**config.mk**
```make
export PLATFORM = sky130hd
export DESIGN_NAME = vehicle_safety_decision_monitor_core
export DESIGN_NICKNAME = d
export VERILOG_FILES = /design/src/rtl/vsdm_pkg.sv /design/src/rtl/vsdm_front.sv /design/src/rtl/vsdm_queue.sv /design/src/rtl/vsdm_back.sv /design/src/rtl/vehicle_safety_decision_monitor_core.sv
export SDC_FILE = /design/constraint.sdc
export NUM_CORES = 1
export LEC_CHECK = 0
export BUFFER_PORTS_ARGS = -buffer_cell sky130_fd_sc_hd__buf_4
export CAP_MARGIN = 20
export CORE_ASPECT_RATIO = 1.2
export CORE_MARGIN = 2
export CORE_UTILIZATION = 55
export DETAILED_ROUTE_END_ITERATION = 6
export GPL_TIMING_DRIVEN = 0
export PLACE_DENSITY = 0.76
export SYNTH_ARGS = -nofsm -noshare
export SYNTH_HDL_FRONTEND = slang
export SYNTH_HIERARCHICAL = 1
export SYNTH_SLANG_ARGS = --single-unit
```
**constraint.sdc**
```tcl
create_clock -name clk -period 5.1 [get_ports clk]
set_input_delay 0.51 -clock clk [delete_from_list [all_inputs] [get_ports clk]]
set_output_delay 0.51 -clock clk [all_outputs]
set_load 0.005 [all_outputs]
```
**src/rtl/vsdm_pkg.sv**
```systemverilog
// Shared types and constants for the vehicle safety decision monitor.
`timescale 1ns / 1ps
package vsdm_pkg;

  typedef enum logic [2:0] {
    CMD_HEALTH = 3'd0,
    CMD_LIST   = 3'd1,
    CMD_OBJECT = 3'd2,
    CMD_SPEED  = 3'd3,
    CMD_KICK   = 3'd4,
    CMD_EVAL   = 3'd5
  } cmd_t;

  typedef enum logic [2:0] {
    DEC_NOMINAL = 3'd0,
    DEC_WARN    = 3'd1,
    DEC_DEGRADE = 3'd2,
    DEC_MRC     = 3'd3,
    DEC_STOP    = 3'd4
  } decision_t;

  typedef enum logic [2:0] {
    REG_BRAKE  = 3'd0,
    REG_WARN   = 3'd1,
    REG_MARGIN = 3'd2,
    REG_FUSION = 3'd3,
    REG_PLAN   = 3'd4,
    REG_CTRL   = 3'd5
  } reg_index_t;

  typedef enum logic [1:0] {
    WD_FUSION = 2'd0,
    WD_PLAN   = 2'd1,
    WD_CTRL   = 2'd2,
    WD_NONE   = 2'd3
  } wd_t;

  localparam logic [15:0] TTC_START    = 16'd9900;
  localparam logic [15:0] BRAKE_RESET  = 16'd150;
  localparam logic [15:0] WARN_RESET   = 16'd300;
  localparam logic [14:0] MARGIN_RESET = 15'd200;
  localparam logic [15:0] FUSION_RESET = 16'd100;
  localparam logic [15:0] PLAN_RESET   = 16'd200;
  localparam logic [15:0] CTRL_RESET   = 16'd50;

  // one classified event waiting for the back end
  typedef struct packed {
    cmd_t        op;
    logic [2:0]  fail;
    logic [15:0] ttc;
    logic        ovs;
    wd_t         pick;
    logic [31:0] time_ms;
  } entry_t;

endpackage

```
**src/rtl/vsdm_front.sv**
```systemverilog
// Front end: decodes events, drops no-op ones, precomputes the overspeed test.
`timescale 1ns / 1ps
module vsdm_front (
  input  logic [2:0]       command,
  input  logic             lidar_bad,
  input  logic             camera_bad,
  input  logic             radar_bad,
  input  logic [15:0]      ttc_centis,
  input  logic signed [15:0] ego_speed,
  input  logic signed [15:0] cmd_speed,
  input  logic [1:0]       watchdog_pick,
  input  logic [31:0]      time_ms,
  input  logic [14:0]      speed_margin,
  output logic             keep,
  output vsdm_pkg::entry_t entry
);

  logic signed [17:0] ego_w;
  logic signed [17:0] lim_w;

  assign ego_w = {{2{ego_speed[15]}}, ego_speed};
  assign lim_w = {{2{cmd_speed[15]}}, cmd_speed} + $signed({3'b000, speed_margin});

  always_comb begin
    entry.op      = vsdm_pkg::CMD_HEALTH;
    entry.fail    = {radar_bad, camera_bad, lidar_bad};
    entry.ttc     = ttc_centis;
    entry.ovs     = ego_w > lim_w;
    entry.pick    = vsdm_pkg::wd_t'(watchdog_pick);
    entry.time_ms = time_ms;
    keep          = 1'b1;
    unique case (command)
      vsdm_pkg::CMD_HEALTH: entry.op = vsdm_pkg::CMD_HEALTH;
      vsdm_pkg::CMD_LIST:   entry.op = vsdm_pkg::CMD_LIST;
      vsdm_pkg::CMD_OBJECT: entry.op = vsdm_pkg::CMD_OBJECT;
      vsdm_pkg::CMD_SPEED:  entry.op = vsdm_pkg::CMD_SPEED;
      vsdm_pkg::CMD_KICK: begin
        entry.op = vsdm_pkg::CMD_KICK;
        keep     = watchdog_pick != vsdm_pkg::WD_NONE;
      end
      vsdm_pkg::CMD_EVAL:   entry.op = vsdm_pkg::CMD_EVAL;
      default:              keep = 1'b0;
    endcase
  end

endmodule

```
**src/rtl/vsdm_queue.sv**
```systemverilog
// Small FIFO of classified events between front and back ends.
`timescale 1ns / 1ps
module vsdm_queue #(
  parameter int DEPTH = 4
) (
  input  logic             clk,
  input  logic             rst,
  input  logic             push,
  input  vsdm_pkg::entry_t push_data,
  output logic             full,
  input  logic             pop,
  output logic             not_empty,
  output vsdm_pkg::entry_t head
);

  localparam int PW = (DEPTH > 1) ? $clog2(DEPTH) : 1;
  localparam int CW = $clog2(DEPTH + 1);
  localparam logic [PW-1:0] LAST = PW'(DEPTH - 1);
  localparam logic [CW-1:0] FULL_COUNT = CW'(DEPTH);

  vsdm_pkg::entry_t mem [DEPTH];
  logic [PW-1:0] wr_ptr;
  logic [PW-1:0] rd_ptr;
  logic [CW-1:0] count;

  assign full      = count == FULL_COUNT;
  assign not_empty = count != '0;
  assign head      = mem[rd_ptr];

  always_ff @(posedge clk) begin
    if (push) begin
      mem[wr_ptr] <= push_data;
    end
  end

  always_ff @(posedge clk) begin
    if (rst) begin
      wr_ptr <= '0;
      rd_ptr <= '0;
      count  <= '0;
    end else begin
      if (push) begin
        wr_ptr <= (wr_ptr == LAST) ? '0 : wr_ptr + 1'b1;
      end
      if (pop) begin
        rd_ptr <= (rd_ptr == LAST) ? '0 : rd_ptr + 1'b1;
      end
      if (push && !pop) begin
        count <= count + 1'b1;
      end else if (pop && !push) begin
        count <= count - 1'b1;
      end
    end
  end

endmodule

```
**src/rtl/vsdm_back.sv**
```systemverilog
// Back end: settings, monitor state, watchdog checks and the result register.
`timescale 1ns / 1ps
module vsdm_back (
  input  logic             clk,
  input  logic             rst,
  input  logic             cfg_write,
  input  logic [2:0]       cfg_index,
  input  logic [15:0]      cfg_data,
  output logic [14:0]      speed_margin,
  input  logic             q_valid,
  input  vsdm_pkg::entry_t q_head,
  output logic             q_pop,
  output logic             result_valid,
  input  logic             result_ready,
  output logic [2:0]       decision,
  output logic             fusion_late,
  output logic             plan_late,
  output logic             ctrl_late,
  output logic [15:0]      nearest_ttc
);

  logic [15:0] brake_limit;
  logic [15:0] warn_limit;
  logic [15:0] fusion_limit;
  logic [15:0] plan_limit;
  logic [15:0] ctrl_limit;

  logic [15:0] min_ttc;
  logic        brake_needed;
  logic        overspeed;
  logic [2:0]  fail_bits;
  logic [31:0] kick [3];

  logic [15:0] min_ttc_next;
  logic        f_late;
  logic        p_late;
  logic        c_late;
  logic [1:0]  fails;
  vsdm_pkg::decision_t dec_next;
  logic        slot_free;

  assign slot_free = !result_valid || result_ready;
  assign q_pop = q_valid && (q_head.op != vsdm_pkg::CMD_EVAL || slot_free);

  always_comb begin
    min_ttc_next = min_ttc;
    if (q_head.op == vsdm_pkg::CMD_LIST) begin
      min_ttc_next = vsdm_pkg::TTC_START;
    end else if (q_head.ttc != '0 && q_head.ttc < min_ttc) begin
      min_ttc_next = q_head.ttc;
    end
  end

  assign f_late = (q_head.time_ms - kick[0]) > {16'h0000, fusion_limit};
  assign p_late = (q_head.time_ms - kick[1]) > {16'h0000, plan_limit};
  assign c_late = (q_head.time_ms - kick[2]) > {16'h0000, ctrl_limit};
  assign fails  = {1'b0, fail_bits[0]} + {1'b0, fail_bits[1]} + {1'b0, fail_bits[2]};

  always_comb begin
    if (brake_needed || overspeed || c_late) begin
      dec_next = vsdm_pkg::DEC_STOP;
    end else if (fails >= 2'd2 || p_late) begin
      dec_next = vsdm_pkg::DEC_MRC;
    end else if (fails == 2'd1 || f_late) begin
      dec_next = vsdm_pkg::DEC_DEGRADE;
    end else if (min_ttc < warn_limit) begin
      dec_next = vsdm_pkg::DEC_WARN;
    end else begin
      dec_next = vsdm_pkg::DEC_NOMINAL;
    end
  end

  always_ff @(posedge clk) begin
    if (rst) begin
      brake_limit  <= vsdm_pkg::BRAKE_RESET;
      warn_limit   <= vsdm_pkg::WARN_RESET;
      speed_margin <= vsdm_pkg::MARGIN_RESET;
      fusion_limit <= vsdm_pkg::FUSION_RESET;
      plan_limit   <= vsdm_pkg::PLAN_RESET;
      ctrl_limit   <= vsdm_pkg::CTRL_RESET;
    end else if (cfg_write) begin
      unique case (cfg_index)
        vsdm_pkg::REG_BRAKE:  brake_limit  <= cfg_data;
        vsdm_pkg::REG_WARN:   warn_limit   <= cfg_data;
        vsdm_pkg::REG_MARGIN: speed_margin <= cfg_data[14:0];
        vsdm_pkg::REG_FUSION: fusion_limit <= cfg_data;
        vsdm_pkg::REG_PLAN:   plan_limit   <= cfg_data;
        vsdm_pkg::REG_CTRL:   ctrl_limit   <= cfg_data;
        default: ;
      endcase
    end
  end

  always_ff @(posedge clk) begin
    if (rst) begin
      min_ttc      <= vsdm_pkg::TTC_START;
      brake_needed <= 1'b0;
      overspeed    <= 1'b0;
      fail_bits    <= '0;
      kick[0]      <= '0;
      kick[1]      <= '0;
      kick[2]      <= '0;
      result_valid <= 1'b0;
    end else begin
      if (q_pop && q_head.op == vsdm_pkg::CMD_EVAL) begin
        result_valid <= 1'b1;
      end else if (result_ready) begin
        result_valid <= 1'b0;
      end
      if (q_pop) begin
        unique case (q_head.op)
          vsdm_pkg::CMD_HEALTH: fail_bits <= q_head.fail;
          vsdm_pkg::CMD_LIST, vsdm_pkg::CMD_OBJECT: begin
            min_ttc      <= min_ttc_next;
            brake_needed <= min_ttc_next < brake_limit;
          end
          vsdm_pkg::CMD_SPEED: overspeed <= q_head.ovs;
          vsdm_pkg::CMD_KICK: begin
            unique case (q_head.pick)
              vsdm_pkg::WD_FUSION: kick[0] <= q_head.time_ms;
              vsdm_pkg::WD_PLAN:   kick[1] <= q_head.time_ms;
              vsdm_pkg::WD_CTRL:   kick[2] <= q_head.time_ms;
              default: ;
            endcase
          end
          default: ;
        endcase
      end
    end
  end

  always_ff @(posedge clk) begin
    if (q_pop && q_head.op == vsdm_pkg::CMD_EVAL) begin
      decision    <= dec_next;
      fusion_late <= f_late;
      plan_late   <= p_late;
      ctrl_late   <= c_late;
      nearest_ttc <= min_ttc;
    end
  end

endmodule

```
**src/rtl/vehicle_safety_decision_monitor_core.sv**
```systemverilog
// Top level of the vehicle safety decision monitor.
//
// channel  direction  handshake                  payload
// item     in         item_valid / item_ready    command .. time_ms
// result   out        result_valid / result_ready decision .. nearest_ttc
// config   in         cfg_write                  cfg_index, cfg_data
//
// One beat per cycle while the queue has room; an evaluate result passes
// through a queue write, then the back-end result register.
// The queue holds QUEUE_DEPTH beats; item_ready drops only when it is full.
// Only evaluate beats wait on a held result; other beats drain past it.
// Synchronous reset restores all limits and monitor state.
`timescale 1ns / 1ps
module vehicle_safety_decision_monitor_core #(
  parameter int QUEUE_DEPTH = 4
) (
  input  logic               clk,
  input  logic               rst,
  input  logic               item_valid,
  output logic               item_ready,
  input  logic [2:0]         command,
  input  logic               lidar_bad,
  input  logic               camera_bad,
  input  logic               radar_bad,
  input  logic [15:0]        ttc_centis,
  input  logic signed [15:0] ego_speed,
  input  logic signed [15:0] cmd_speed,
  input  logic [1:0]         watchdog_pick,
  input  logic [31:0]        time_ms,
  output logic               result_valid,
  input  logic               result_ready,
  output logic [2:0]         decision,
  output logic               fusion_late,
  output logic               plan_late,
  output logic               ctrl_late,
  output logic [15:0]        nearest_ttc,
  input  logic               cfg_write,
  input  logic [2:0]         cfg_index,
  input  logic [15:0]        cfg_data
);

  logic             keep;
  vsdm_pkg::entry_t entry;
  vsdm_pkg::entry_t q_head;
  logic             q_full;
  logic             q_valid;
  logic             q_pop;
  logic [14:0]      speed_margin;

  assign item_ready = !q_full;

  vsdm_front u_front (
    .command       (command),
    .lidar_bad     (lidar_bad),
    .camera_bad    (camera_bad),
    .radar_bad     (radar_bad),
    .ttc_centis    (ttc_centis),
    .ego_speed     (ego_speed),
    .cmd_speed     (cmd_speed),
    .watchdog_pick (watchdog_pick),
    .time_ms       (time_ms),
    .speed_margin  (speed_margin),
    .keep          (keep),
    .entry         (entry)
  );

  vsdm_queue #(
    .DEPTH (QUEUE_DEPTH)
  ) u_queue (
    .clk       (clk),
    .rst       (rst),
    .push      (item_valid && item_ready && keep),
    .push_data (entry),
    .full      (q_full),
    .pop       (q_pop),
    .not_empty (q_valid),
    .head      (q_head)
  );

  vsdm_back u_back (
    .clk          (clk),
    .rst          (rst),
    .cfg_write    (cfg_write),
    .cfg_index    (cfg_index),
    .cfg_data     (cfg_data),
    .speed_margin (speed_margin),
    .q_valid      (q_valid),
    .q_head       (q_head),
    .q_pop        (q_pop),
    .result_valid (result_valid),
    .result_ready (result_ready),
    .decision     (decision),
    .fusion_late  (fusion_late),
    .plan_late    (plan_late),
    .ctrl_late    (ctrl_late),
    .nearest_ttc  (nearest_ttc)
  );

endmodule

```
==> metrics.sh <==
OUTCOME='complete, but fails checks'
CTSROOTBUFFERMASTER='clkbuf_16'
CRIT_PATH_END_KIND='flip-flop'
MUX_CELL_AREA_SHARE_AFTER_SYNTHESIS=0.0582
HOLD_PATH_STARTPOINT='ttc_centis[4]'
POWER_DENSITY_mW_PER_MM2=610
CORE-AREA_MM2=0.0479
DIE_H_UM=245
NUMBER_OF_GLOBAL_ROUTE_VIAS_BEFORE_REPAIR=19300
HOLD_CLASS='primary input to flip-flop'
SYNTH-COMPOUND-AREA-SHARE=0.141
SYN_INST=2451
NETLIST.AREA_LEADER.SHARE=0.391
GRTUSAGEMET2=0.436
AGGREGATE_GLOBAL_ROUTE_RESOURCE_USAGE=0.266
TRITONCTS='built'
TOTAL_LEAKAGE_POWER_nW=11.7
POST_SYNTH_FA_HA_MAJ_AREA_FRACTION=0.110
CP_SLOWEST_STAGE_DELAY_PS=550
CRITPATHSLOWESTCELL='mux4_2'
DR_TOTAL_VIAS=19600
SYNTH_AREA_LEADERS='edfxtp_1 39%, ha_1 11%, dfxtp_1 9.5%'
PORT-BUFFER-COUNT=84
SETUP-VIOLATIONS-FINAL=5
FINALCRITICALPERIOD_PS=5260
GRT_PASS1_WL_MM=104
CLK-INSERTION-DELAY-LATE_PS=580
YOSYS.AREA_SHARE.SIMPLE=0.116
DESIGN.DIE.AREA_MM2=0.0501
CRIT_CHAIN='buf_12 -> mux4_2 -> inv_4 -> buf_4 -> ha_4 -> inv_1 -> fa_2 -> a211oi_2 -> o21ai_2 -> a31oi_2 -> nand4b_1 -> and2_4 -> xnor2_4 -> ha_4 -> nand4_1 -> nor4_2 -> a21oi_2 -> nor4_1 -> nand4_1 -> and4bb_2 -> nand3_1 -> a21o_1'
HOLD_PATH_DEPTH=1
YS_DOMINANT_REG_CELL='edfxtp_1'
SYNTH_SEQ_AREA_SHARE=0.486
NUMBER_OF_ANTENNA_VIOLATIONS_AT_THE_FIRST_CHECK_IN_GLOBAL_ROUTING=0
SYNTH_ENABLE_FLOP_CELLS=346
BUSIEST_LAYER='met2'
FF2FF_PATH_DEPTH=22
TOP_LEVEL_PORTS=136
TOTALNEGATIVESETUPSLACK_PS=-463
DETAIL_ROUTE.VIAS_PER_CELL=5.96
FIN_WORST_SKEW_PS=27.6
POSTROUTEWIRELENGTH_MM=67.4
FINISH.UTILIZATION=0.638
GRT_USE_MET1=0.358
DETAIL_ROUTE.DRC_VIOLATIONS=0
SYNTH_CELL_TYPE_COUNT=91
REPORT.FINAL.HOLD_VIOL_COUNT=0
YOSYS_WARNINGS=6
YOSYS_REGISTER_BITS=472
SYNTHXORXNORAREAFRAC=0.0270
DP_HPWL_MM=49.9
R2R-END='u_back/ctrl_late'
DIE-WIDTH_UM=205
GPL.FINAL_WEIGHTED_CONGESTION=0.910
H-TREE-DEPTH=2
SYNTH_TOP_AREA_CELL='edfxtp_1'
FP-ROW-COUNT=88
WORSTHOLDENDPOINT='u_queue/mem[1][39]'
POSTLAYOUTSETUPSLACKWORST_PS=-165
CRIT_REQUIRED_PS=5410
POST_CTS_HOLD_BUFFER_COUNT=0
SETUP.WORST_PATH.CLASS='flip-flop to flip-flop'
GLOBALROUTEMET3UTIL=0.0324
FIN_NETS=2960
MAIN_COMBINATIONAL_CELL_FAMILY_BY_AREA_AFTER_SYNTHESIS='compound AO/OA/AOI/OAI gates'
VDD_DROP_MAX_mV=0.471
SLEW_VIOL_FINAL=0
FINALNONFILLERCELLS=3284
INITIAL_CORE_UTIL=0.555
CTS_MAX_PATH_BUFFERS=3
SYN2LAYOUT_AREA_GROWTH_PCT=15.1
MAX_CAP_VIOL_COUNT=0
ARRIVAL_PS=5570
SYN-CELL-AREA_MM2=0.0266
FAILED_CHECKS='setup timing'
TRITONCTS.NUM_BUFFERS=44
DRT-INITIAL-DRC-COUNT=1424
R2R_SETUP_SLACK_PS=-160
SYNTH-ASYNC-RESET-RATIO=0
POST-ROUTE-PERIOD-UTIL=1.03
SLEW_HEADROOM=0.298
SYNTH_AREA_PER_CELL_UM2=10.8
CTS.REPORTEDPATHS.CLKPINSLEW_PS=60
SYNTH_FP_NETS=2793
MAX_FREQ_MHz=190
RSZ0062_AT_GRT='true'
FIN_WORST_HOLD_SLACK_PS=124
PLACE.DETAILED.INSTANCES=3170
POSTROUTEANTENNANETS=0
MAX_SLEW.WORST_PIN.SLEW_PS=1050
POST_ROUTE_CELLS_DRIVE_ABOVE_1_SHARE=0.167
WORSTSETUPSTARTPOINTTYPE='flip-flop'
GRT.OVERFLOW.TOTAL=0
ROUTE.DETAILED.WL_PER_INST_UM=20.5
CTS.SINK_COUNT=472
NUMBER_OF_ITERATIONS_IN_THE_FIRST_DETAILED_ROUTING_PASS=5
CRITICAL_PATH_FANOUT_MAX=6
ANTENNA_CELLS_INSERTED=0
GRT_START_MAX_NET_PINS=58
per-stage QoR:
step / instance area [um^2] / setup slack (ps) / total power, mW
after floorplan: 26600 / 178 / 11.6
after global placement: 28000 / -1220 / 13.6
after detailed placement: 28100 / -1360 / 14.0
after CTS: 30200 / -218 / 18.1
after global routing: 30600 / -289 / 19.8
final: 30600 / -165 / 18.7
cell type report:
class	count	area, um^2
Buffer	123	837
Clock buffer	48	1120
Clock inverter	34	475
Fill cell	3706	17300
Inverter	227	855
Multi-Input combinational cell	1620	12600
Sequential cell	472	12900
Tap cell	630	788
Timing Repair Buffer	130	1030
cells in the final DEF, fill, tap and decap left out, types with 8 or more instances in the layout:
cell	synthesis	final
nand3_1	36	35
and2_1	42	36
ha_1	224	205
a22o_1	13	13
nand2b_1	21	21
a21o_1	64	64
nor3_1	20	19
dfxtp_1	126	125
mux4_2	57	57
o21a_1	26	26
a21oi_2	1	15
and4_1	8	8
buf_4	56	181
mux2i_1	24	24
xnor2_1	45	40
nand2_1	309	309
nand4_1	42	42
or3_1	11	11
a21oi_1	221	207
a31oi_1	18	15
edfxtp_1	346	346
nor2_1	85	83
ha_4	0	13
o21bai_1	8	8
nor2b_1	21	19
bufinv_16	0	9
and3_1	16	16
o211ai_1	28	28
a211oi_1	13	10
nor4_1	13	9
clkbuf_16	0	44
o21ai_0	82	68
inv_1	227	225
o21ai_1	7	15
clkbuf_1	57	49
xor2_1	37	35
synthesized netlist by cell type (all sizes together), types with 4 or more instances:
master	count
nor3b	6
nand2	309
o221ai	4
inv	227
nor2b	21
and2	44
a31oi	18
o2111ai	8
nand3	36
a211oi	13
a41oi	4
o31ai	7
nand2b	21
xor2	37
o21a	26
a22o	13
buf	69
fa	6
o211ai	28
clkbuf	62
o211a	4
or3	13
a2bb2oi	7
o21ai	90
mux2i	24
nor2	85
a21oi	223
a21boi	6
nor4	13
nor3	20
a2111oi	8
dfxtp	126
xnor2	45
a221oi	6
mux4	57
edfxtp	346
o22ai	4
and4	8
and3	16
o21bai	8
ha	224
a211o	5
a21o	67
nand4	43
power breakdown:
group / switching, mW / internal, mW / total, mW
sequential: 0.163 / 4.46 / 4.62
combinational: 6.02 / 4.46 / 10.5
clock: 1.47 / 2.08 / 3.55
total: 7.66 / 11.0 / 18.7
state kept, by name (all words and copies together), names as in the netlist, 15 cells and up, named ones only:
name,flops
u_queue/mem,228
u_back/kick,96
u_back/brake_limit,16
u_back/ctrl_limit,16
u_back/fusion_limit,16
u_back/min_ttc,16
u_back/nearest_ttc,16
u_back/plan_limit,16
u_back/warn_limit,16
u_back/speed_margin,15
how the worst max path moves through the flow:
stage | from | endpoint | cells past startpoint
detailed placement | flip-flop | u_back/decision[1] | 20
floorplan | flip-flop | u_back/decision[1] | 22
global route | flip-flop | u_back/ctrl_late | 22
finish | flip-flop | u_back/ctrl_late | 22
CTS | flip-flop | u_back/decision[1] | 22
global placement | flip-flop | u_back/decision[1] | 20
cells by family (layout without fill, tap and decap cells):
kind of cell               after synthesis  count (layout)
and+or+nand+nor                        650             650
xor gates and xnor gates                82              82
AOI/OAI and AO/OA                      575             575
adders and majority gates              230             230
buffers and inverters                  359             562
DFF                                    472             472
muxes                                   83              83
worst max-delay path, delay by kind of cell (launching register included):
kind	cells	cell delay, ps
buffers and inverters	4	410
and+or+nand+nor	8	1720
xor gates and xnor gates	1	110
AOI/OAI and AO/OA	5	1000
DFF	1	380
adders and majority gates	3	800
muxes	1	550
per-layer routing:
layer	routed length (um)	up-vias
met3	3840	162
met4	2650	0
li1	-	9226
met2	32100	717
met1	28700	9459
met5	0	-
what timing repair did:
action	4_1_cts	5_1_grt
endpoints found under the setup margin	7	7
cloned	0	0
gates resized for setup	85	51
pin swaps	31	40
buffers inserted	24	19
endpoints found under the hold margin	0	0
Note: power is estimated with default switching activity, not from simulation.
